$ cat config.mk
export PLATFORM = sky130hd
export DESIGN_NAME = qpmf_front
export DESIGN_NICKNAME = d
export VERILOG_FILES = /design/src/qpmf_pkg.sv /design/src/qpmf_front.sv
export SDC_FILE = /design/constraint.sdc
export NUM_CORES = 1
export LEC_CHECK = 0
export ABC_AREA = 1
export BUFFER_PORTS_ARGS = -buffer_cell sky130_fd_sc_hd__buf_2
export CAP_MARGIN = 20
export CORE_UTILIZATION = 35
export DETAILED_ROUTE_END_ITERATION = 6
export PLACE_DENSITY = 0.68
export SETUP_SLACK_MARGIN = 0.2
export SYNTH_ARGS = -nofsm -noshare
export SYNTH_HDL_FRONTEND = slang
export SYNTH_SLANG_ARGS = --single-unit
$ cat constraint.sdc
create_clock -name vclk -period 13.3
set_clock_uncertainty 0.15 [all_clocks]
set_input_delay 0 -clock vclk [all_inputs]
set_output_delay 0 -clock vclk [all_outputs]
set_load 0.02 [all_outputs]
$ cat src/qpmf_pkg.sv
`default_nettype none
// ----------------------------------------------------------------------------
// qpmf_pkg
// Shared constants, register indexes and types of the pedestal mode finder.
// ----------------------------------------------------------------------------
package qpmf_pkg;

	localparam int MAX_PLANES_DEF  = 4;
	localparam int MAX_PADDLES_DEF = 8;
	localparam int NUM_BINS_DEF    = 2001;
	localparam int COUNT_BITS_DEF  = 24;

	localparam int QUEUE_DEPTH = 4;
	localparam int PED_W       = 11;

	localparam logic [1:0] REG_PLANE_COUNT  = 2'd0;
	localparam logic [1:0] REG_PADDLE_COUNT = 2'd1;
	localparam logic [1:0] REG_TRIGGER_CODE = 2'd2;

	localparam logic [2:0] PLANE_COUNT_RST  = 3'd4;
	localparam logic [3:0] PADDLE_COUNT_RST = 4'd8;
	localparam logic [3:0] TRIGGER_CODE_RST = 4'd2;

	localparam logic CMD_HIT   = 1'b0;
	localparam logic CMD_QUERY = 1'b1;

	typedef struct packed {
		logic query;
		logic bad;
	} kind_t;

endpackage
`default_nettype wire

$ cat src/qpmf_front.sv
`default_nettype none
// ----------------------------------------------------------------------------
// qpmf_front
// Accepts items, checks the channel address, trigger, event size and charge
// range, drops hits that do not count and queues the rest with their
// histogram address.
// ----------------------------------------------------------------------------
module qpmf_front #(
	parameter int MAX_PLANES  = qpmf_pkg::MAX_PLANES_DEF,
	parameter int MAX_PADDLES = qpmf_pkg::MAX_PADDLES_DEF,
	parameter int NUM_BINS    = qpmf_pkg::NUM_BINS_DEF,
	parameter int CH_BITS     = 6,
	parameter int BIN_BITS    = 11,
	parameter int ADDR_BITS   = 17
) (
	input  wire logic                 in_valid,
	output      logic                 in_stall,
	input  wire logic                 command,
	input  wire logic [3:0]           trigger,
	input  wire logic [11:0]          event_hits,
	input  wire logic [2:0]           plane,
	input  wire logic [3:0]           paddle,
	input  wire logic [1:0]           side,
	input  wire logic [11:0]          charge,
	input  wire logic [2:0]           plane_count,
	input  wire logic [3:0]           paddle_count,
	input  wire logic [3:0]           trigger_code,
	input  wire logic                 q_full,
	input  wire logic                 clearing,
	output      logic                 push,
	output      qpmf_pkg::kind_t      kind,
	output      logic [CH_BITS-1:0]   ch,
	output      logic [BIN_BITS-1:0]  bin,
	output      logic [ADDR_BITS-1:0] addr
);

	logic        plane_ok;
	logic        paddle_ok;
	logic        side_ok;
	logic        chan_ok;
	logic [11:0] threshold;
	logic        keep_hit;
	logic [31:0] ch_full;
	logic [31:0] addr_full;

	assign plane_ok  = (plane != 3'd0) && (plane <= plane_count) && (32'(plane) <= MAX_PLANES);
	assign paddle_ok = (paddle != 4'd0) && (paddle <= paddle_count)
		&& (32'(paddle) <= MAX_PADDLES);
	assign side_ok   = (side == 2'd1) || (side == 2'd2);
	assign chan_ok   = plane_ok && paddle_ok && side_ok;

	assign threshold = 12'(32'(plane_count) * 32'(paddle_count) * 32'd2);

	assign keep_hit = (command == qpmf_pkg::CMD_HIT) && (trigger == trigger_code)
		&& (event_hits >= threshold) && chan_ok && (32'(charge) < NUM_BINS);

	assign in_stall = q_full || clearing;
	assign push     = in_valid && !in_stall && ((command == qpmf_pkg::CMD_QUERY) || keep_hit);

	assign kind.query = (command == qpmf_pkg::CMD_QUERY);
	assign kind.bad   = !chan_ok;

	// channel index, only meaningful for a valid address
	assign ch_full = ((32'(plane) - 32'd1) * MAX_PADDLES + 32'(paddle) - 32'd1) * 32'd2
		+ 32'(side) - 32'd1;
	assign ch      = ch_full[CH_BITS-1:0];
	assign bin     = charge[BIN_BITS-1:0];

	assign addr_full = 32'(ch) * NUM_BINS + 32'(bin);
	assign addr      = addr_full[ADDR_BITS-1:0];

endmodule
`default_nettype wire

# Yosys cells after proc, flatten, opt, wreduce, memory -nomap -nowiden

Index checks and enable logic that the tools add are counted.

Flip-flop bits (word level): 0
Bits of input ports: 52
Logic and storage cells: 37

$lt $le $gt $ge: 6
Add/sub/neg operators: 6
Eq/ne operators: 3
Reduce and logical (&&, ||, !) cells: 19
Bitwise operators: 1
Multipliers: 2

Operators by type and width:

| cell                                                                   | number |
|---|---|
| 17-bit by 11-bit adder with 17-bit output                              | 1 |
| 6-bit by 11-bit multiplier with 17-bit output, second input constant   | 1 |
| 12-bit by 8-bit >= comparator with 1-bit output                        | 1 |
| 1-bit logical AND                                                      | 12 |
| 12-bit by 11-bit < comparator with 1-bit output, second input constant | 1 |
| 3-bit by 4-bit multiplier with 7-bit output                            | 1 |
| 6-bit by 3-bit adder with 6-bit output                                 | 1 |
| 6-bit by 2-bit subtractor with 6-bit output, second input constant     | 1 |
| 5-bit adder                                                            | 1 |
| 5-bit by 2-bit subtractor with 5-bit output, second input constant     | 1 |
| 4-bit equality test                                                    | 1 |
| 4-bit less-or-equal comparator                                         | 1 |
| 4-bit less-or-equal comparator, second input constant                  | 1 |
| 4-bit nonzero test                                                     | 1 |
| 3-bit less-or-equal comparator                                         | 1 |
| 3-bit less-or-equal comparator, second input constant                  | 1 |
| 1-bit logical OR                                                       | 3 |
| 3-bit nonzero test                                                     | 1 |
| 2-bit by 1-bit equality test with 1-bit output, second input constant  | 1 |
| 2-bit equality test, second input constant                             | 1 |
| 1-bit logical NOT                                                      | 2 |
| 2-bit by 1-bit subtractor with 2-bit output, second input constant     | 1 |
| 1-bit inverter                                                         | 1 |

# Depth between registers and ports, before layout

Gate-level depths: netlist of the first run.

Word-level depth: 9
Gate-level depth with buffers: 30
Depth with buffers taken out: 30

# Worst setup path after synthesis of the first run

OpenSTA, ideal clock, no wires.

Path type: input to output
Start point: input port paddle[1]
End point: output port addr[13]
Path buffers: 0
Path slack: 8.169 ns
Stages: 22
Required time: 13.150 ns
Arrival: 4.981 ns
Cell sequence: inv_1 -> ha_1 -> inv_1 -> fa_1 -> ha_1 -> xnor2_1 -> ha_1 -> inv_1 -> fa_1 -> inv_1 -> fa_1 -> inv_1 -> fa_1 -> inv_1 -> ha_1 -> nand2_1 -> nor2_1 -> nand3_1 -> nand3_1 -> nand3_1 -> nand2_1 -> xor2_1

Cells in the longest elaborated chain, start to end: 6

RTL lines:

| item                                          | line             | text |
|---|---|---|
| start, declared                               | qpmf_front.sv:22 | `input wire logic [3:0] paddle,` |
| 5-bit adder                                   | qpmf_front.sv:64 | `assign ch_full = ((32'(plane) - 32'd1) * MAX_PADDLES + 32'(paddle) - 32'd1) * 32'd2` |
| 5-bit by 2-bit subtractor with 5-bit output   | qpmf_front.sv:64 |  |
| 6-bit by 3-bit adder with 6-bit output        | qpmf_front.sv:65 | `+ 32'(side) - 32'd1;` |
| 6-bit by 2-bit subtractor with 6-bit output   | qpmf_front.sv:65 |  |
| via ch[3]                                     | qpmf_front.sv:32 | `output logic [CH_BITS-1:0] ch,` |
| 6-bit by 11-bit multiplier with 17-bit output | qpmf_front.sv:69 | `assign addr_full = 32'(ch) * NUM_BINS + 32'(bin);` |
| 17-bit by 11-bit adder with 17-bit output     | qpmf_front.sv:69 |  |
| end, declared                                 | qpmf_front.sv:34 | `output logic [ADDR_BITS-1:0] addr` |

The timed path passes the listed nets, and every way through them passes these cells.

# Worst setup path in the final report of the first run

Start point: input port paddle[1]
End point: output port addr[14]

Cells in the longest elaborated chain, start to end: 6

RTL lines:

| item                                          | line |
|---|---|
| 5-bit adder                                   | qpmf_front.sv:64 |
| 5-bit by 2-bit subtractor with 5-bit output   | qpmf_front.sv:64 |
| 6-bit by 3-bit adder with 6-bit output        | qpmf_front.sv:65 |
| 6-bit by 2-bit subtractor with 6-bit output   | qpmf_front.sv:65 |
| 6-bit by 11-bit multiplier with 17-bit output | qpmf_front.sv:69 |
| 17-bit by 11-bit adder with 17-bit output     | qpmf_front.sv:69 |

Every way passes these cells.

==> summary.txt, run 1 <==
Synth
  • Mux contribution to synthesized area: 0%
  • Sequential-to-total area share from yosys stat: 0%
  • Post-Synth Simple-Gate Area: 23.09%
  • Largest family of logic cells by synthesized area: adder cells
  • Synthesized net count: 583
  • Yosys cell types: 33
  • Syn Inst Count: 437
  • Synth Area per Inst: 6.794 um2
  • Post-Syn Area: 2969 um2
  • Adder-cell area share of the yosys netlist: 44.67%
  • Complex-gate fraction of the synthesized area: 7.838%
  • Synth warn: 0
  • Post-Synth XOR/XNOR Area: 7.417%

Worst setup path
  • Worst EP arrival: 5370 ps
  • Critical Path End Type: primary output
  • CP max FO: 9
  • Worst EP required: 13150 ps
  • Slowest CP cell: fa_1
  • Critical path's largest stage delay: 530 ps
  • CP Class: in -> out
  • Startpoint Class: input port

GRT
  • Initial antenna violation count: 0
  • Global-route wire length before repair: 11170 um
  • Largest net degree at the start of global routing: 10
  • GRT overflow: 0
  • Grt met2 use: 30.41%
  • Met1 usage: 18.67%
  • Met3 Usage GRT: 0.1618%
  • Tot GR Track Use: 15.13%
  • Busiest grt layer: met2
  • Vias in the first global route: 2759

Floorplan
  • Num rows: 33
  • Initial Util: 36.14%
  • Core area: 8217 um2
  • Chip width: 94.11 um
  • # IOs: 90
  • Die Y: 94.11 um
  • DIE AREA: 8856 um2

Final layout
  • Diode count: 0
  • Total Nets Final: 662
  • # clk buffers: 0
  • Multi-input logic area: 2465 um2
  • Layout cells sized above 1: 19.65%
  • FFs & Latches: 0
  • Storage element area: 0 um2
  • Area Overhead vs Synth: 16.39%
  • Final-layout fill cell count: 876

Clocking
  • Setup Buffers After CTS: 0
  • Hold Buf Count CTS: 0
  • Cts repair resizes: 0

STA
  • Final setup vio count: 0
  • Unrepaired setup endpoints after global routing: no
  • Final Critical Period: 5520 ps
  • Final setup TNS: 0 ps
  • Final worst-path cycle share: 41.50%
  • Measured slew at the worst slew-check pin: 726.6 ps
  • Final Max Tran Viols: 0
  • Hold Vio Cnt, Final: 0
  • Relative slew slack: 51.21%
  • Fmax: 181.2 MHz

Min path
  • Hold Crit Endpoint: bin[10]
  • Hold Path Origin: charge[10]
  • Cells on Worst Hold Path: 2
  • HP Class: in -> out

Outcome
  • Status: finished clean

Detailed routing
  • Wire length per cell: 10.37 um
  • Drt pass-1 iters: 4
  • Avg Vias per Cell: 4.595
  • Post-DRT Antenna Nets: 0
  • DRT iter0 DRCs: 46
  • Post-Route WL: 6419 um
  • Drt drc: 0
  • Via count: 2844

Placed design
  • Port Buffer Count: 90
  • Routability cong.: 0.8160
  • DPL Wire Length: 5993 um

Run
  • Max cap viols: 0
## Yosys cell counts, types with 2 or more instances
cell type	instances	area, um2
nor2_1	20	75.07
a21oi_1	19	95.09
a31oi_1	3	18.77
o21ai_0	8	40.04
nand3_2	3	30.03
nand2_1	92	345.3
nand2_2	3	18.77
o21a_1	2	15.01
xnor2_1	8	70.07
ha_1	74	925.9
nor3_1	5	25.02
buf_4	12	90.09
nand3_1	27	135.1
fa_1	20	400.4
inv_1	108	405.4
xor2_1	14	122.6
nand4_1	3	18.77
## routing by layer
layer  wire length (um)  share of wire, %  vias to the layer above
met5                  0                 0                        -
li1                   -                 -                     1513
met1               2934                46                     1272
met2               3272                51                       57
met4                 17              0.26                        0
met3                196               3.1                        2
## how the worst max path moves through the flow
stage                    from        to  slack [ps]  cells past startpoint
finish              paddle[1]  addr[14]        7780                     27
CTS                 paddle[1]  addr[14]        7730                     27
global route        paddle[1]  addr[14]        7200                     29
detailed placement  paddle[1]  addr[14]        7750                     27
floorplan           paddle[1]  addr[13]        8170                     22
global placement    paddle[1]  addr[13]        7870                     27
## kinds of logic after synthesis
logic type | count (synthesis)
compound gates | 40
xor+xnor | 23
fa+ha+maj | 94
buf+inv | 122
simple gates | 158
## layout make-up
cell class         count  share of cell area (%)
multi-input cells    315                   71.33
well taps            105                   3.802
inverters            109                   11.84
repair buffers        90                   13.03
## critical path, delay by kind of cell
family | cells | cell delay [ps]
AO/OA/AOI/OAI | 2 | 300
XOR/XNOR | 2 | 420
adder cells (fa/ha/maj) | 8 | 3100
buffers and inverters | 7 | 620
AND/OR/NAND/NOR | 8 | 910
## cells in the final DEF, fill, tap and decap left out, types with 5 or more instances in the layout
master and instances:
nor2_1 20, inv_1 108, nand3_1 27, nor3_1 5, ha_1 74, buf_2 90
xnor2_1 8, nand2_1 92, fa_1 20, o21ai_0 8, xor2_1 14, a21oi_1 19
## metrics by stage
step           hold slack (ps)  worst slack (ps)  area (um2)  cells  util, %
2_1_floorplan           -37.41              8169        2969    437        -
3_3_place_gp             83.85              7872        3456    619    42.06
3_5_place_dp             98.67              7752        3456    619    42.06
4_1_cts                  99.85              7733        3456    619    42.06
5_1_grt                  103.1              7197        3456    619    42.06
6_report                 97.95              7780        3456    619    42.06
Power of run 1 is left out: the tool's default activity adds up to more than one toggle a clock period on the data nets, which glitch-free logic cannot reach.
==> run 2, diff against run 1 <==
Settings changed: ABC_AREA 1 to 0, PLACE_DENSITY 0.68 to 0.69.
Clock period 13.3 ns to 5.6 ns, I/O delays scaled along.
==> summary.txt, run 2 <==
Outcome
  • Status: finished clean

Synth
  • Most numerous cell in the Yosys netlist: ha_1
  • Synth warn: 0
  • Syn Inst Count: 320
  • Yosys cell types: 41
  • Synthesized net count: 466
  • Synth area leaders: ha_1 (34%), fa_1 (15%), inv_1 (8.9%)
  • Sequential-to-total area share from yosys stat: 0%
  • Synth top area share: 34.35%
  • Commonest cells post-synth: ha_1 (74), inv_1 (64), fa_1 (20)
  • Post-Syn Area: 2695 um2
  • Synth Area per Inst: 8.422 um2
  • Post-synth top area cell: ha_1

STA
  • Final setup TNS: 0 ps
  • Final Max Tran Viols: 0
  • Relative slew slack: 65.00%
  • Final Critical Period: 5221 ps
  • Worst hold margin: 94.21 ps
  • Measured slew at the worst slew-check pin: 510.4 ps
  • Fmax: 191.5 MHz
  • Final worst-path cycle share: 93.23%
  • Unrepaired setup endpoints after global routing: no
  • Final setup vio count: 0
  • Hold Vio Cnt, Final: 0

Floorplan
  • Core area: 7331 um2
  • Initial Util: 36.76%
  • Chip width: 89.75 um
  • # IOs: 90
  • Num rows: 31
  • Die Y: 89.75 um
  • DIE AREA: 8055 um2

Worst setup path
  • Worst EP required: 5450 ps
  • CP max FO: 5
  • Worst EP arrival: 5070 ps
  • Startpoint Class: input port
  • CP Class: in -> out
  • Critical Path End Type: primary output

Detailed routing
  • Post-Route WL: 5820 um
  • Drt drc: 0
  • Via count: 2372
  • DRT iter0 DRCs: 26
  • Post-DRT Antenna Nets: 0
  • Avg Vias per Cell: 4.633
  • Drt pass-1 iters: 4
  • Wire length per cell: 11.37 um

Final layout
  • Diode count: 0
  • # clk buffers: 0
  • Most frequent cells in the layout: buf_2 (87), ha_1 (65), inv_1 (58)
  • Post-route insts no fill: 512
  • FFs & Latches: 0
  • Storage element area: 0 um2
  • Total Nets Final: 561
  • Layout cells sized above 1: 34.62%
  • Most common cell after layout, fill and taps aside: buf_2
  • Area Overhead vs Synth: 30.55%

GRT
  • Tot GR Track Use: 14.62%
  • Vias in the first global route: 2431
  • Global-route wire length before repair: 10230 um
  • GRT overflow: 0
  • Largest net degree at the start of global routing: 9
  • Initial antenna violation count: 0

Placed design
  • Placed insts: 505
  • Port Buffer Count: 90
  • Routability cong.: 0.7985
  • DPL Wire Length: 5261 um

Run
  • Max cap viols: 0

Min path
  • HP Class: in -> out
[run 2: cell type report]
cell class | instances | area, um2
multi-input cells | 243 | 2570
fillers | 718 | 3812
well taps | 99 | 123.9
repair buffers | 106 | 581.8
inverters | 64 | 242.7
[run 2: metrics by stage]
step / utilization (%) / instance area, um2 / worst slack (ps)
after global routing: 47.99 / 3518 / 180.5
final: 47.99 / 3518 / 379.1
after CTS: 45.93 / 3367 / 201.7
after global placement: 44.63 / 3272 / 95.97
after floorplan: - / 2725 / 205.3
after detailed placement: 44.63 / 3272 / -36.86
[run 2: final timing paths]
check | startpoint | depth (start not counted) | endpoint
setup / recovery | paddle[1] | 24 | addr[15]
hold / removal | charge[7] | 2 | bin[7]
[run 2: per-layer routing]
layer | track usage [%] | routed length (um) | part of all wire (%) | vias up
li1 | - | - | - | 1242
met4 | 1.503 | 45 | 0.77 | 0
met1 | 18.15 | 2566 | 44 | 1076
met2 | 28.59 | 3064 | 53 | 48
met5 | 0 | 0 | 0 | -
met3 | 0.5076 | 144 | 2.5 | 6
[run 2: logic make-up (layout without fill, tap and decap cells)]
group                    count (synthesis)  in the layout  share of synthesized area [%]
AND/OR/NAND/NOR                         55             55                          10.68
adder cells (fa/ha/maj)                 94             94                          49.21
buffers and inverters                   77            170                          12.44
multiplexers                             1              1                         0.3714
AO/OA/AOI/OAI                           56             56                          13.74
XOR/XNOR                                37             37                          13.56
[run 2: timing repair]
action / CTS / global route
pin swaps: 7 / 27
endpoints found under the setup margin: 3 / 4
gates resized for setup: 12 / 24
hold buffers: 0 / 0
buffers inserted: 4 / 3
[run 2: critical path, cell delays in order]
cell and delay (ps):
buf_4 130, inv_4 60, ha_4 130, inv_2 30
fa_2 600, ha_4 230, a221o_1 390, o21ai_4 110
xnor2_4 130, xor2_2 170, ha_1 320, inv_2 50
fa_1 530, inv_1 60, fa_1 540, ha_4 210
ha_4 280, and3_4 190, nand2_1 100, o31ai_4 270
a21o_1 170, a21oi_2 50, xnor2_1 160, buf_4 160
Power of run 2 is left out for the same reason.
==> run 3, diff against run 2 <==
Settings changed: GPL_TIMING_DRIVEN set to 0, SKIP_LAST_GASP set to 1.
==> summary.txt, run 3 (synthesized netlist as in run 2, its figures left out) <==
Final layout
  • Most common cell after layout, fill and taps aside: buf_2
  • Diode count: 0
  • Post-route insts no fill: 530
  • Multi-input logic area: 2595 um2
  • Area Overhead vs Synth: 36.63%
  • FFs & Latches: 0
  • Total Nets Final: 579
  • Layout cells sized above 1: 38.28%
  • Storage element area: 0 um2
  • # clk buffers: 0
  • Most frequent cells in the layout: buf_2 (87), ha_1 (63), inv_1 (57)
  • Final-layout fill cell count: 706

Detailed routing
  • Post-Route WL: 6042 um
  • Post-DRT Antenna Nets: 0
  • Avg Vias per Cell: 4.677
  • Wire length per cell: 11.40 um
  • Via count: 2479
  • Drt drc: 0
  • Drt pass-1 iters: 4
  • DRT iter0 DRCs: 31

Min path
  • Cells on Worst Hold Path: 3
  • Hold Path Origin: q_full
  • HP Class: in -> out

Floorplan
  • Die Y: 89.75 um
  • Chip width: 89.75 um
  • # IOs: 90
  • Core area: 7331 um2
  • Initial Util: 36.76%
  • DIE AREA: 8055 um2
  • Num rows: 31

STA
  • Final worst-path cycle share: 92.73%
  • Final critical-path setup slack: 406.9 ps
  • Relative slew slack: 63.61%
  • Hold Vio Cnt, Final: 0
  • Final setup TNS: 0 ps
  • Measured slew at the worst slew-check pin: 530.7 ps
  • Worst hold margin: 176.6 ps
  • Final setup vio count: 0
  • Final Critical Period: 5193 ps
  • Unrepaired setup endpoints after global routing: no
  • Final Max Tran Viols: 0
  • Fmax: 192.6 MHz

Run
  • Max cap viols: 0

Placed design
  • DPL Wire Length: 5136 um
  • Port Buffer Count: 90
  • Placed insts: 509
  • Post-place setup slack: -217.7 ps
  • Routability cong.: 0.8020

GRT
  • Vias in the first global route: 2471
  • Largest net degree at the start of global routing: 8
  • Global-route wire length before repair: 10470 um
  • Tot GR Track Use: 14.89%
  • Initial antenna violation count: 0
  • GRT overflow: 0

Worst setup path
  • Critical path's largest stage delay: 590 ps
  • Worst EP arrival: 5040 ps
  • Critical Path End Type: primary output
  • Crit path buf inv count: 7
  • Largest delay contributor family on the critical path: adder cells
  • Slowest CP cell: fa_2
  • Crit path from: paddle[1]
  • Critical-path cell list: buf_6, inv_4, ha_4, inv_2, fa_2, ha_4, a221o_1, o21ai_4, xnor2_4, xor2_2, ha_1, nand2b_2, fa_1, inv_1, fa_1, ha_1, ha_2, nand2_1, o31ai_2, buf_4, buf_4, xor2_1, buf_2
  • CP Class: in -> out
  • Stages on the worst setup path: 23
  • Startpoint Class: input port
  • CP max FO: 5
  • Critical path capture point: addr[13]
  • Worst EP required: 5450 ps

Clocking
  • Hold Buf Count CTS: 0

Outcome
  • Status: finished clean
==> run 3: changes by cell type in the layout (fill, tap and decap cells not counted), sizes merged <==
cell	delta
buf	+18
==> run 3: layout make-up <==
cell class,count,share of cell area [%]
Buffer,13,2.582
Timing Repair Buffer,111,16.99
Tap cell,99,3.364
Inverter,64,6.592
Multi-Input combinational cell,243,70.47
==> run 3: per-stage QoR <==
stage / util (%) / area (um2)
detailed placement: 45.01 / 3299
global route: 50.23 / 3682
floorplan: - / 2725
global placement: 45.01 / 3299
CTS: 47.07 / 3451
finish: 50.23 / 3682
==> run 3: repair_timing <==
item / in CTS / in global routing
pin swaps: 9 / 33
setup endpoints to repair: 5 / 4
buffers inserted: 8 / 13
resized for setup: 17 / 26
==> run 3: tightest hold or removal path: cells and delay by family <==
| family | cells | cell delay (ps) |
|---|---|---|
| simple gates | 1 | 100 |
| buf+inv | 2 | 230 |
==> run 3: worst min path at each step <==
| stage | endpoint |
|---|---|
| after floorplan | bin[0] |
| after global placement | in_stall |
| after detailed placement | in_stall |
| after CTS | in_stall |
| after global routing | in_stall |
| final | in_stall |
==> run 3: routing by layer <==
layer / up-vias / share of wire [%] / track usage [%]
met4: 0 / 0.43 / 1.093
li1: 1277 / - / -
met1: 1141 / 42 / 17.88
met3: 4 / 3.5 / 0.8460
met5: - / 0 / 0
met2: 57 / 54 / 29.81
Power of run 3 is left out for the same reason.
