**config.mk**
```make
export PLATFORM = sky130hd
export DESIGN_NAME = qpmf_queue
export DESIGN_NICKNAME = d
export VERILOG_FILES = /design/src/qpmf_pkg.sv /design/src/qpmf_queue.sv
export SDC_FILE = /design/constraint.sdc
export NUM_CORES = 1
export LEC_CHECK = 0
export BUFFER_PORTS_ARGS = -buffer_cell sky130_fd_sc_hd__buf_2
export CORE_MARGIN = 8
export CORE_UTILIZATION = 58
export CTS_BUF_LIST = sky130_fd_sc_hd__clkbuf_4
export DETAILED_ROUTE_END_ITERATION = 8
export PLACE_DENSITY_LB_ADDON = 0.05
export SLEW_MARGIN = 25
export SYNTH_ARGS = -nofsm -noshare
export SYNTH_HDL_FRONTEND = slang
export SYNTH_SLANG_ARGS = --single-unit
```
**constraint.sdc**
```tcl
create_clock -name clk -period 1.5 [get_ports clk]
set_input_delay 0.075 -clock clk [delete_from_list [all_inputs] [get_ports clk]]
set_output_delay 0.075 -clock clk [all_outputs]
set_load 0.05 [all_outputs]
```
**src/qpmf_pkg.sv**
```systemverilog
`default_nettype none
// ----------------------------------------------------------------------------
// qpmf_pkg
// Shared constants, register indexes and types of the pedestal mode finder.
// ----------------------------------------------------------------------------
package qpmf_pkg;

	localparam int MAX_PLANES_DEF  = 4;
	localparam int MAX_PADDLES_DEF = 8;
	localparam int NUM_BINS_DEF    = 2001;
	localparam int COUNT_BITS_DEF  = 24;

	localparam int QUEUE_DEPTH = 4;
	localparam int PED_W       = 11;

	localparam logic [1:0] REG_PLANE_COUNT  = 2'd0;
	localparam logic [1:0] REG_PADDLE_COUNT = 2'd1;
	localparam logic [1:0] REG_TRIGGER_CODE = 2'd2;

	localparam logic [2:0] PLANE_COUNT_RST  = 3'd4;
	localparam logic [3:0] PADDLE_COUNT_RST = 4'd8;
	localparam logic [3:0] TRIGGER_CODE_RST = 4'd2;

	localparam logic CMD_HIT   = 1'b0;
	localparam logic CMD_QUERY = 1'b1;

	typedef struct packed {
		logic query;
		logic bad;
	} kind_t;

endpackage
`default_nettype wire

```
**src/qpmf_queue.sv**
```systemverilog
`default_nettype none
// ----------------------------------------------------------------------------
// qpmf_queue
// Short first-in first-out queue between the front and the back.
// ----------------------------------------------------------------------------
module qpmf_queue #(
	parameter int W     = 8,
	parameter int DEPTH = qpmf_pkg::QUEUE_DEPTH
) (
	input  wire logic         clk,
	input  wire logic         arst_n,
	input  wire logic         push,
	input  wire logic [W-1:0] wdata,
	input  wire logic         pop,
	output      logic [W-1:0] rdata,
	output      logic         empty,
	output      logic         full
);

	localparam int PTR_BITS = (DEPTH > 1) ? $clog2(DEPTH) : 1;

	logic [W-1:0]        mem_q [DEPTH];
	logic [PTR_BITS-1:0] wr_ptr_q;
	logic [PTR_BITS-1:0] rd_ptr_q;
	logic [PTR_BITS:0]   count_q;

	assign empty = (count_q == '0);
	assign full  = (count_q == (PTR_BITS+1)'(DEPTH));
	assign rdata = mem_q[rd_ptr_q];

	always_ff @(posedge clk) begin
		if (push) begin
			mem_q[wr_ptr_q] <= wdata;
		end
	end

	always_ff @(posedge clk or negedge arst_n) begin
		if (!arst_n) begin
			wr_ptr_q <= '0;
			rd_ptr_q <= '0;
			count_q  <= '0;
		end else begin
			if (push) begin
				wr_ptr_q <= (wr_ptr_q == PTR_BITS'(DEPTH - 1)) ? '0 : wr_ptr_q + 1'b1;
			end
			if (pop) begin
				rd_ptr_q <= (rd_ptr_q == PTR_BITS'(DEPTH - 1)) ? '0 : rd_ptr_q + 1'b1;
			end
			if (push && !pop) begin
				count_q <= count_q + 1'b1;
			end else if (pop && !push) begin
				count_q <= count_q - 1'b1;
			end
		end
	end

endmodule
`default_nettype wire

```
# --- Word level (Yosys, flattened, before mapping) ---
# Memories as Yosys holds them, arrays and structs flattened.
# Index checks and enable logic that the tools add are counted.
classes:
  n_addsub: 4
  n_eq_ne: 3
  n_mux: 6
  n_reduce_logical: 6
ops:
  columns: ["op", "n"]
  rows:
  - ["$mux W3", 2]
  - ["$add A2 B1 Y2 const B", 2]
  - ["$eq A2 B2 Y1 const B", 2]
  - ["$mux W2", 2]
  - ["$add A3 B1 Y3 const B", 1]
  - ["$eq A3 B3 Y1 const B", 1]
  - ["$logic_not A3 Y1", 1]
  - ["$sub A3 B1 Y3 const B", 1]
  - ["$logic_and A1 B1 Y1", 2]
  - ["$logic_not A1 Y1", 2]
  - ["$mux W1", 2]
  - ["$reduce_bool A2 Y1", 1]
totals:
  ff_bits: 7
  mem_bits_rw: 32
  input_bits: 12
  output_inout_bits: 10
  elab_cells: 23
  mem_count: 1
memory_table:
  columns: ["memory", "words", "word_bits", "read_ports", "rd_clocked_by_memory_dff", "write_ports", "line_no", "text"]
  rows:
  - ["mem_q", 4, 8, 1, 0, 1, "qpmf_queue.sv:22", "logic [W-1:0] mem_q [DEPTH];"]

# --- Depth between registers and ports, before layout ---
# Gate-level depths: netlist of the first run.
depth:
  word_depth: 4
  depth_mapped: 7
  mapped_depth_nobuf: 7

# --- Worst setup path after synthesis of the first run ---
# OpenSTA, ideal clock, no wires.
synth_timing:
  path_type: "flip-flop to output port"
  startpoint: "reg count_q[0]"
  endpoint: "out full"
  t_arrival_ns: 1.581
  t_required_ns: 1.425
  setup_slack_ns: -0.156
  stages_incl_launch_ff: 2
  path_buffers: 0
  cell_sequence: "dfrtp_1 > nor3b_1"
synth_between:
  elab_chain_cells: 1
synth_lines:
  columns: ["item", "line_no", "text"]
  rows:
  - ["start, declared", "qpmf_queue.sv:25", "logic [PTR_BITS:0] count_q;"]
  - ["start signal, assigned", "qpmf_queue.sv:50", "count_q <= count_q + 1'b1;"]
  - ["start signal, assigned", "qpmf_queue.sv:52", "count_q <= count_q - 1'b1;"]
  - ["$eq A3 B3 Y1", "qpmf_queue.sv:28", "assign full = (count_q == (PTR_BITS+1)'(DEPTH));"]
  - ["end, declared", "qpmf_queue.sv:17", "output logic full"]
# Every way passes these cells.

# --- Worst setup path after layout of the first run ---
layout_timing:
  startpoint: "reg rd_ptr_q[0]"
  endpoint: "out rdata[2]"
layout_between:
  elab_chain_cells: 1
layout_lines:
  columns: ["item", "line_no", "text"]
  rows:
  - ["start, declared", "qpmf_queue.sv:24", "logic [PTR_BITS-1:0] rd_ptr_q;"]
  - ["start signal, assigned", "qpmf_queue.sv:47", "rd_ptr_q <= (rd_ptr_q == PTR_BITS'(DEPTH - 1)) ? '0 : rd_ptr_q + 1'b1;"]
  - ["$mem_v2 Z4 W8", null, null]
  - ["end, declared", "qpmf_queue.sv:15", "output logic [W-1:0] rdata,"]
# Every way passes these cells.

==> results of run 1 <==
-- area by class of cell --
type                            instances  area, sq um
Tap cell                               31         38.8
Fill cell                             157          657
Clock inverter                          2         7.51
Sequential cell                        39         1140
Timing Repair Buffer                   38          350
Inverter                                5         18.8
Clock buffer                            6         45.0
Multi-Input combinational cell         33          409
-- cell usage in the layout (no fill, tap or decap), drive strengths merged --
cell,instances
mux2,3
nand3,1
buf,29
nor3,1
mux4,8
dfrtp,7
fa,1
nor2,2
clkinv,2
nand2,1
ha,6
and2,4
nor3b,1
dlygate4sd3,9
inv,5
o21ai,2
xor2,2
clkbuf,6
xnor2,1
edfxtp,32
-- registers in the layout (all words and copies together) (netlist names) --
signal,cells
wr_ptr_q,2
count_q,3
mem_q,32
rd_ptr_q,2
-- metrics by stage --
stage,hold slack (ps),total power [mW],setup TNS (ps),utilization
floorplan,-221,2.80,0,-
global placement,-84.9,3.17,0,0.672
global route,8.59,4.16,-1630,0.753
CTS,2.24,3.97,-1240,0.750
detailed placement,-81.5,3.21,0,0.672
finish,14.3,3.94,-1060,0.753
-- per-layer routing --
| metal | global-route usage | share of wire |
|---|---|---|
| met3 | 0.0360 | 0.049 |
| met2 | 0.219 | 0.52 |
| met4 | 0.0691 | 0.024 |
| met1 | 0.138 | 0.41 |
| met5 | 0 | 0 |
-- cell families after synthesis --
logic type | after synthesis | synth area share
AOI/OAI and AO/OA | 2 | 0.00637
xor gates and xnor gates | 3 | 0.0167
adders and majority gates | 7 | 0.0606
muxes | 11 | 0.136
and+or+nand+nor | 10 | 0.0343
DFF | 39 | 0.724
buffers and inverters | 7 | 0.0223
-- where the power goes --
part	internal (mW)	switching, mW
Clock	0.192	0.308
Combinational	0.835	1.01
Sequential	1.42	0.176
Total	2.45	1.49
-- worst max-delay path, stage by stage (launching register included) --
cell     delay, ps
dfrtp_1        400
buf_6          150
mux4_2         520
buf_6          170
-- timing repair --
action / 4_1_cts / 5_1_grt
gates resized for setup: 18 / 0
setup endpoints to repair: 8 / 8
endpoints found under the hold margin: 39 / 0
hold buffers: 9 / 0
buffers inserted: 1 / 1
-- worst paths after layout --
kind	to	slack, ps
setup / recovery	rdata[2]	-150
hold / removal	rd_ptr_q[1]$_DFFE_PN0P_	10
setup reg to reg	rd_ptr_q[1]$_DFFE_PN0P_	60
hold reg to reg	count_q[2]$_DFFE_PN0P_	510
max in group asynchronous	wr_ptr_q[1]$_DFFE_PN0P_	1240
min in group asynchronous	count_q[2]$_DFFE_PN0P_	110
==> reports/results.tsv, run 1 <==
stage	metric	value	unit
status	status	complete, but fails checks	
status	failing checks	setup timing	
synthesis	most common cell in the netlist	edfxtp_1	
synthesis	number of synthesized flops with an enable pin	32	
clocking	CTS Sinks	39	
cells_and_area	Area Growth Syn to Fin	27.7	%
synthesis	Post-synth top cells	edfxtp_1 (32), mux4_2 (8), dfrtp_1 (7), ha_1 (6), inv_1 (5)	
synthesis	Distinct cells, synth	18	
hold_path	WHS Path Cells	2	
cells_and_area	layout cells sized above 1	0.390	
synthesis	Seq/Total Area, Yosys	0.724	
worst_setup_path	endpoint class of the critical path	primary output	
global_routing	vias in the first global route	885	
timing	RSZ-0062 raised after global routing	true	
place	port bufs	21	
clocking	CTS H-tree lvls	2	
hold_path	Hold Path Class	input port to register	
place	placed instance area	1790	sq um
synthesis	Synthesized Nets	98	
timing	fin. max-slew vios	0	
clocking	Worst-path clk slew	110	ps
worst_setup_path	Reg2Reg Depth	5	
drt	drt initial violations	40	
synthesis	predominant post-synthesis flop cell	edfxtp_1	
drt	DRC viols	0	
power	Leak	0.774	nW
clocking	Max Root-Sink Buffers	2	
synthesis	Syn Inst Count	79	
drt	via count	805	
worst_setup_path	Worst Path Required	1420	ps
drt	first drt pass iteration count	4	
cells_and_area	design area	2010	sq um
clocking	CTS tree	yes	
synthesis	ys async rst share	0.179	
global_routing	largest net degree at the start of global routing	12	
worst_setup_path	Arr. time, crit path	1570	ps
flow_run	MaxCap Viol Count	0	
clocking	Root Driver	clkbuf_4	
drt	final wirelength	2570	microns
timing	fin crit share	1.10	
die	Die Span Y	68.0	microns
synthesis	Synth top area share	0.612	
place	pre-CTS setup slack	95.7	ps
worst_setup_path	crit path from	rd_ptr_q[0]$_DFFE_PN0P_	
cells_and_area	Final Net Count	141	
timing	Slew @ Worst Pin	439	ps
drt	ANT nets after route	0	
place	DP HPWL	1820	microns
timing	Final Hold Viols	0	
timing	post-route worst setup slack	-150	ps
timing	Peak Freq	606	MHz
power	PwrDens	1960	nW/um^2
synthesis	Netlist Area Pre-Place	1570	sq um
clocking	Clock Latency Late Sink	330	ps
die	Initial Util	0.590	
drt	via/cell ratio	5.23	
die	Rows	19	
hold_path	Hold Path Origin	pop	
synthesis	Yosys warnings	0	
worst_setup_path	CP max FO	6	
synthesis	largest cells by area after synthesis	edfxtp_1 (61%), mux4_2 (11%), dfrtp_1 (11%)	
worst_setup_path	CP Launch Type	register	
cells_and_area	number of diodes	0	
worst_setup_path	reg2reg start	rd_ptr_q[0]$_DFFE_PN0P_	
cells_and_area	fin cells	154	
timing	Tmin final	1650	ps
global_routing	grt total ovfl	0	
drt	WL per Instance	16.7	microns
die	Die W	68.0	microns
place	routability cong.	0.689	
synthesis	Synth area leader	edfxtp_1	
power	VDD IR-drop max	1.54	mV
timing	Slew headroom	0.707	
global_routing	initial antenna violation count	0	
worst_setup_path	Worst Setup Path Type	register to primary output	
place	Placed Cells	135	
synthesis	Yosys reg bits	39	
die	die area	4630	sq um
synthesis	Syn Area/Cell	19.9	sq um
clocking	Num CTS Buffers	5	
timing	Setup violations, final	8	
die	Core Box Area	2660	sq um
timing	Post-Route Skew	7.55	ps
die	# IOs	22	
global_routing	first-pass GRT wire length	4150	microns
global_routing	Total GRT Usage	0.127	
No activity file was read; power rests on OpenSTA's default activity.
==> run 2: changes to the inputs <==
RECOVER_POWER = 50   (was unset)
clock period = 1.7 ns   (was 1.5 ns; I/O delays follow)
==> reports/results.tsv, run 2 (synthesis gave the netlist of run 1 again) <==
stage	metric	value	unit
die	die area	4630	sq um
cells_and_area	Fill cells	173	
cells_and_area	design area	1910	sq um
cells_and_area	most frequent cells in the layout	edfxtp_1 (32), buf_6 (10), dlygate4sd3_1 (9), clkbuf_1 (9), mux4_2 (8)	
hold_path	Hold Path Class	input port to register	
global_routing	grt total ovfl	0	
power	PwrDens	1770	nW/um^2
clocking	Worst-path clk slew	110	ps
cells_and_area	commonest non-fill, non-tap cell in the layout	edfxtp_1	
cells_and_area	Top reg by flops	mem_q	
timing	Tmin final	1690	ps
die	Die W	68.0	microns
die	Rows	19	
timing	Slew headroom	0.692	
cells_and_area	Largest register FFs	32	
die	# IOs	22	
cells_and_area	number of diodes	0	
worst_setup_path	CP max FO	4	
timing	fin crit share	0.992	
clocking	Max Root-Sink Buffers	2	
clocking	Clock Latency Late Sink	330	ps
die	Die Span Y	68.0	microns
timing	RSZ-0062 raised after global routing	true	
place	pre-CTS setup slack	291	ps
drt	DRC viols	0	
drt	WL met1	983	microns
status	status	complete, no violations	
drt	drt initial violations	32	
worst_setup_path	Worst Setup Path Type	register to primary output	
die	Initial Util	0.590	
timing	Setup violations, final	0	
timing	post-route worst setup slack	12.9	ps
timing	fin. max-slew vios	0	
power	Leak	0.710	nW
timing	Peak Freq	593	MHz
clocking	CTS tree	yes	
cells_and_area	Top Registers	mem_q (32), count_q (3)	
global_routing	initial antenna violation count	0	
worst_setup_path	endpoint class of the critical path	primary output	
flow_run	MaxCap Viol Count	0	
timing	Setup Total Neg Slack	0	ps
power	VDD IR-drop max	1.74	mV
cells_and_area	layout cells sized above 1	0.271	
clocking	Root Driver	clkbuf_4	
global_routing	largest net degree at the start of global routing	12	
place	placed instance area	1720	sq um
cells_and_area	Area Growth Syn to Fin	21.6	%
drt	WL met2	1390	microns
place	routability cong.	0.683	
global_routing	first-pass GRT wire length	4320	microns
clocking	CTS H-tree lvls	2	
drt	ANT nets after route	0	
worst_setup_path	CP Launch Type	register	
global_routing	vias in the first global route	875	
clocking	# Post-CTS Setup Buffers	0	
place	port bufs	21	
drt	via count	808	
die	Core Box Area	2660	sq um
timing	Post-Route Skew	7.68	ps
place	DP HPWL	1810	microns
drt	final wirelength	2570	microns
cells_and_area	Final Net Count	136	
drt	via/cell ratio	5.42	
global_routing	Total GRT Usage	0.133	
cells_and_area	Core Util, Final	0.717	
drt	Routed met3 length	137	microns
clocking	Num CTS Buffers	5	
worst_setup_path	Worst Path Required	1620	ps
drt	first drt pass iteration count	4	
timing	Slew @ Worst Pin	462	ps
clocking	CTS Sinks	39	
drt	highest routed layer	met4	
timing	Final Hold Viols	0	
drt	WL per Instance	17.2	microns
worst_setup_path	Arr. time, crit path	1600	ps
## run 2: changes by cell type in the layout (fill, tap and decap cells not counted), sizes merged
cell	previous run	this run
buf	29	15
clkbuf	6	15
## run 2: power by group
group | leakage [nW] | switching, mW | internal (mW)
Combinational | 0.303 | 0.872 | 0.647
Clock | 0.0307 | 0.280 | 0.169
Sequential | 0.377 | 0.154 | 1.26
## run 2: through the flow
stage | cells | power (mW) | hold WS, ps
floorplan | 79 | 2.45 | -211
CTS | 149 | 3.30 | 26.6
finish | 149 | 3.38 | 32.8
detailed placement | 132 | 2.76 | -65.3
global route | 149 | 3.55 | 25.8
global placement | 132 | 2.72 | -72.3
## run 2: repair_timing
action,4_1_cts,5_1_grt
hold buffers,9,0
resized for setup,8,11
endpoints found under the hold margin,39,0
endpoints found under the setup margin,7,8
## run 2: path summary, 6_finish.rpt
path / to / cells after the start / slack, ps / start
worst max-delay path: rdata[3] / 3 / 10 / rd_ptr_q[0]$_DFFE_PN0P_
worst min-delay path: rd_ptr_q[0]$_DFFE_PN0P_ / 2 / 30 / pop
worst max register to register: mem_q[1][7]$_DFFE_PP_ / 3 / 280 / wr_ptr_q[1]$_DFFE_PN0P_
worst min register to register: count_q[2]$_DFFE_PN0P_ / 1 / 520 / count_q[2]$_DFFE_PN0P_
max in group asynchronous: wr_ptr_q[0]$_DFFE_PN0P_ / 2 / 1250 / arst_n
min in group asynchronous: rd_ptr_q[0]$_DFFE_PN0P_ / 2 / 170 / arst_n
## run 2: critical path, cell delays in order (launching register included)
cell     delay [ps]
dfrtp_1         430
buf_4           160
mux4_2          500
buf_6           170
## run 2: cell type report
| cell class | instances | area [sq um] | share of cell area |
|---|---|---|---|
| flip-flops and latches | 39 | 1140 | 0.595 |
| multi-input cells | 33 | 399 | 0.209 |
| repair buffers | 33 | 264 | 0.138 |
| clock buffers | 6 | 45.0 | 0.0236 |
| well taps | 31 | 38.8 | 0.0203 |
| inverters | 5 | 18.8 | 0.00983 |
| clock inverters | 2 | 7.51 | 0.00393 |
## run 2: layer usage
metal / vias to the layer above / global-route usage
met4: 0 / 0.0691
met2: 20 / 0.225
li1: 375 / -
met1: 406 / 0.148
met3: 7 / 0.0393
met5: - / 0
==> run 3: changes to the inputs <==
clock period = 2 ns   (was 1.7 ns; I/O delays follow)
==> reports/results.tsv, run 3 (synthesis gave the netlist of run 1 again) <==
stage	metric	value	unit
timing	Slew headroom	0.704	
global_routing	initial antenna violation count	0	
clocking	Clock Latency Late Sink	340	ps
die	Initial Util	0.590	
timing	Tmin final	1800	ps
clocking	CTS tree	yes	
global_routing	largest net degree at the start of global routing	12	
timing	Slew @ Worst Pin	444	ps
timing	Final Hold Viols	0	
cells_and_area	most frequent cells in the layout	edfxtp_1 (32), buf_2 (12), dlygate4sd3_1 (9), clkbuf_1 (9), mux4_2 (8)	
worst_setup_path	Reg2Reg Depth	3	
timing	post-route worst setup slack	202	ps
cells_and_area	Top reg by flops	mem_q	
cells_and_area	Top Registers	mem_q (32), count_q (3)	
hold_path	WHS Path Cells	2	
clocking	Root Driver	clkbuf_4	
timing	fin. max-slew vios	0	
global_routing	first-pass GRT wire length	3830	microns
timing	Setup Total Neg Slack	0	ps
worst_setup_path	Arr. time, crit path	1700	ps
global_routing	vias in the first global route	769	
global_routing	grt total ovfl	0	
cells_and_area	number of diodes	0	
cells_and_area	Largest register FFs	32	
power	VDD IR-drop max	0.980	mV
worst_setup_path	Worst Setup Path Type	register to primary output	
timing	fin crit share	0.899	
die	Rows	19	
timing	Post-Route Skew	7.92	ps
cells_and_area	layout cells sized above 1	0.261	
die	# IOs	22	
hold_path	Hold Path Origin	push	
power	Leak	0.675	nW
worst_setup_path	Worst Path Required	1900	ps
place	routability cong.	0.678	
clocking	CTS H-tree lvls	2	
worst_setup_path	crit path from	rd_ptr_q[0]$_DFFE_PN0P_	
worst_setup_path	CP max FO	11	
hold_path	Hold Path Class	input port to register	
timing	Setup violations, final	0	
timing	Peak Freq	556	MHz
drt	DRC viols	0	
drt	via/cell ratio	5.19	
clocking	Num CTS Buffers	5	
worst_setup_path	reg2reg start	wr_ptr_q[0]$_DFFE_PN0P_	
clocking	Max Root-Sink Buffers	2	
drt	WL per Instance	16.7	microns
cells_and_area	commonest non-fill, non-tap cell in the layout	edfxtp_1	
drt	ANT nets after route	0	
cells_and_area	Final Net Count	133	
drt	final wirelength	2440	microns
timing	RSZ-0062 raised after global routing	false	
die	Die Span Y	68.0	microns
die	Core Box Area	2660	sq um
die	Die W	68.0	microns
drt	drt initial violations	24	
flow_run	MaxCap Viol Count	0	
place	port bufs	21	
clocking	Worst-path clk slew	110	ps
die	die area	4630	sq um
clocking	CTS Sinks	39	
place	pre-CTS setup slack	350	ps
power	PwrDens	1440	nW/um^2
worst_setup_path	endpoint class of the critical path	primary output	
cells_and_area	Area Growth Syn to Fin	16.6	%
global_routing	Total GRT Usage	0.121	
place	DP HPWL	1670	microns
status	status	complete, no violations	
drt	via count	758	
worst_setup_path	CP Launch Type	register	
drt	first drt pass iteration count	4	
run 3: changes by cell type in the layout (fill, tap and decap cells not counted), sizes merged:
cell  delta
buf      -3
run 3: power by group:
| part | total (mW) | internal, mW | switching [mW] |
|---|---|---|---|
| clock network | 0.376 | 0.144 | 0.232 |
| logic | 1.03 | 0.371 | 0.654 |
| registers | 1.24 | 1.07 | 0.169 |
| total | 2.64 | 1.58 | 1.06 |
run 3: area by class of cell:
cell class | count | area (sq um)
Clock inverter | 2 | 7.51
Multi-Input combinational cell | 33 | 399
Fill cell | 200 | 832
Timing Repair Buffer | 30 | 184
Clock buffer | 6 | 45.0
Sequential cell | 39 | 1140
Inverter | 5 | 18.8
Tap cell | 31 | 38.8
run 3: what timing repair did:
| item | 4_1_cts | 5_1_grt |
|---|---|---|
| endpoints found under the hold margin | 39 | 0 |
| resized for setup | 1 | 0 |
| setup endpoints to repair | 8 | 0 |
| buffers inserted | 0 | 0 |
| hold buffers | 9 | 0 |
run 3: critical path, cell delays in order, from the launching register on:
cell and delay (ps):
dfrtp_2 580, mux4_2 550, buf_2 230
run 3: routing by layer:
metal  track usage  wire length, microns
met1         0.140                  1060
met2         0.186                  1190
met3        0.0393                   112
met4        0.0844                    72
met5             0                     0
run 3: final timing paths:
check	end	slack (ps)
worst max-delay path	rdata[1]	200
worst min-delay path	wr_ptr_q[1]$_DFFE_PN0P_	30
worst max register to register	mem_q[0][7]$_DFFE_PP_	590
worst min register to register	count_q[2]$_DFFE_PN0P_	490
max in group asynchronous	rd_ptr_q[0]$_DFFE_PN0P_	1500
min in group asynchronous	count_q[1]$_DFFE_PN0P_	190
run 3: per-stage QoR:
stage | hold slack (ps) | power (mW) | utilization | instance area, sq um | std cells
final | 33.0 | 2.64 | 0.688 | 1830 | 146
after global placement | -55.0 | 2.27 | 0.638 | 1700 | 129
after floorplan | -196 | 2.08 | - | 1570 | 79
after CTS | 20.8 | 2.68 | 0.692 | 1840 | 146
after global routing | 35.1 | 2.80 | 0.688 | 1830 | 146
after detailed placement | -51.8 | 2.29 | 0.638 | 1700 | 129
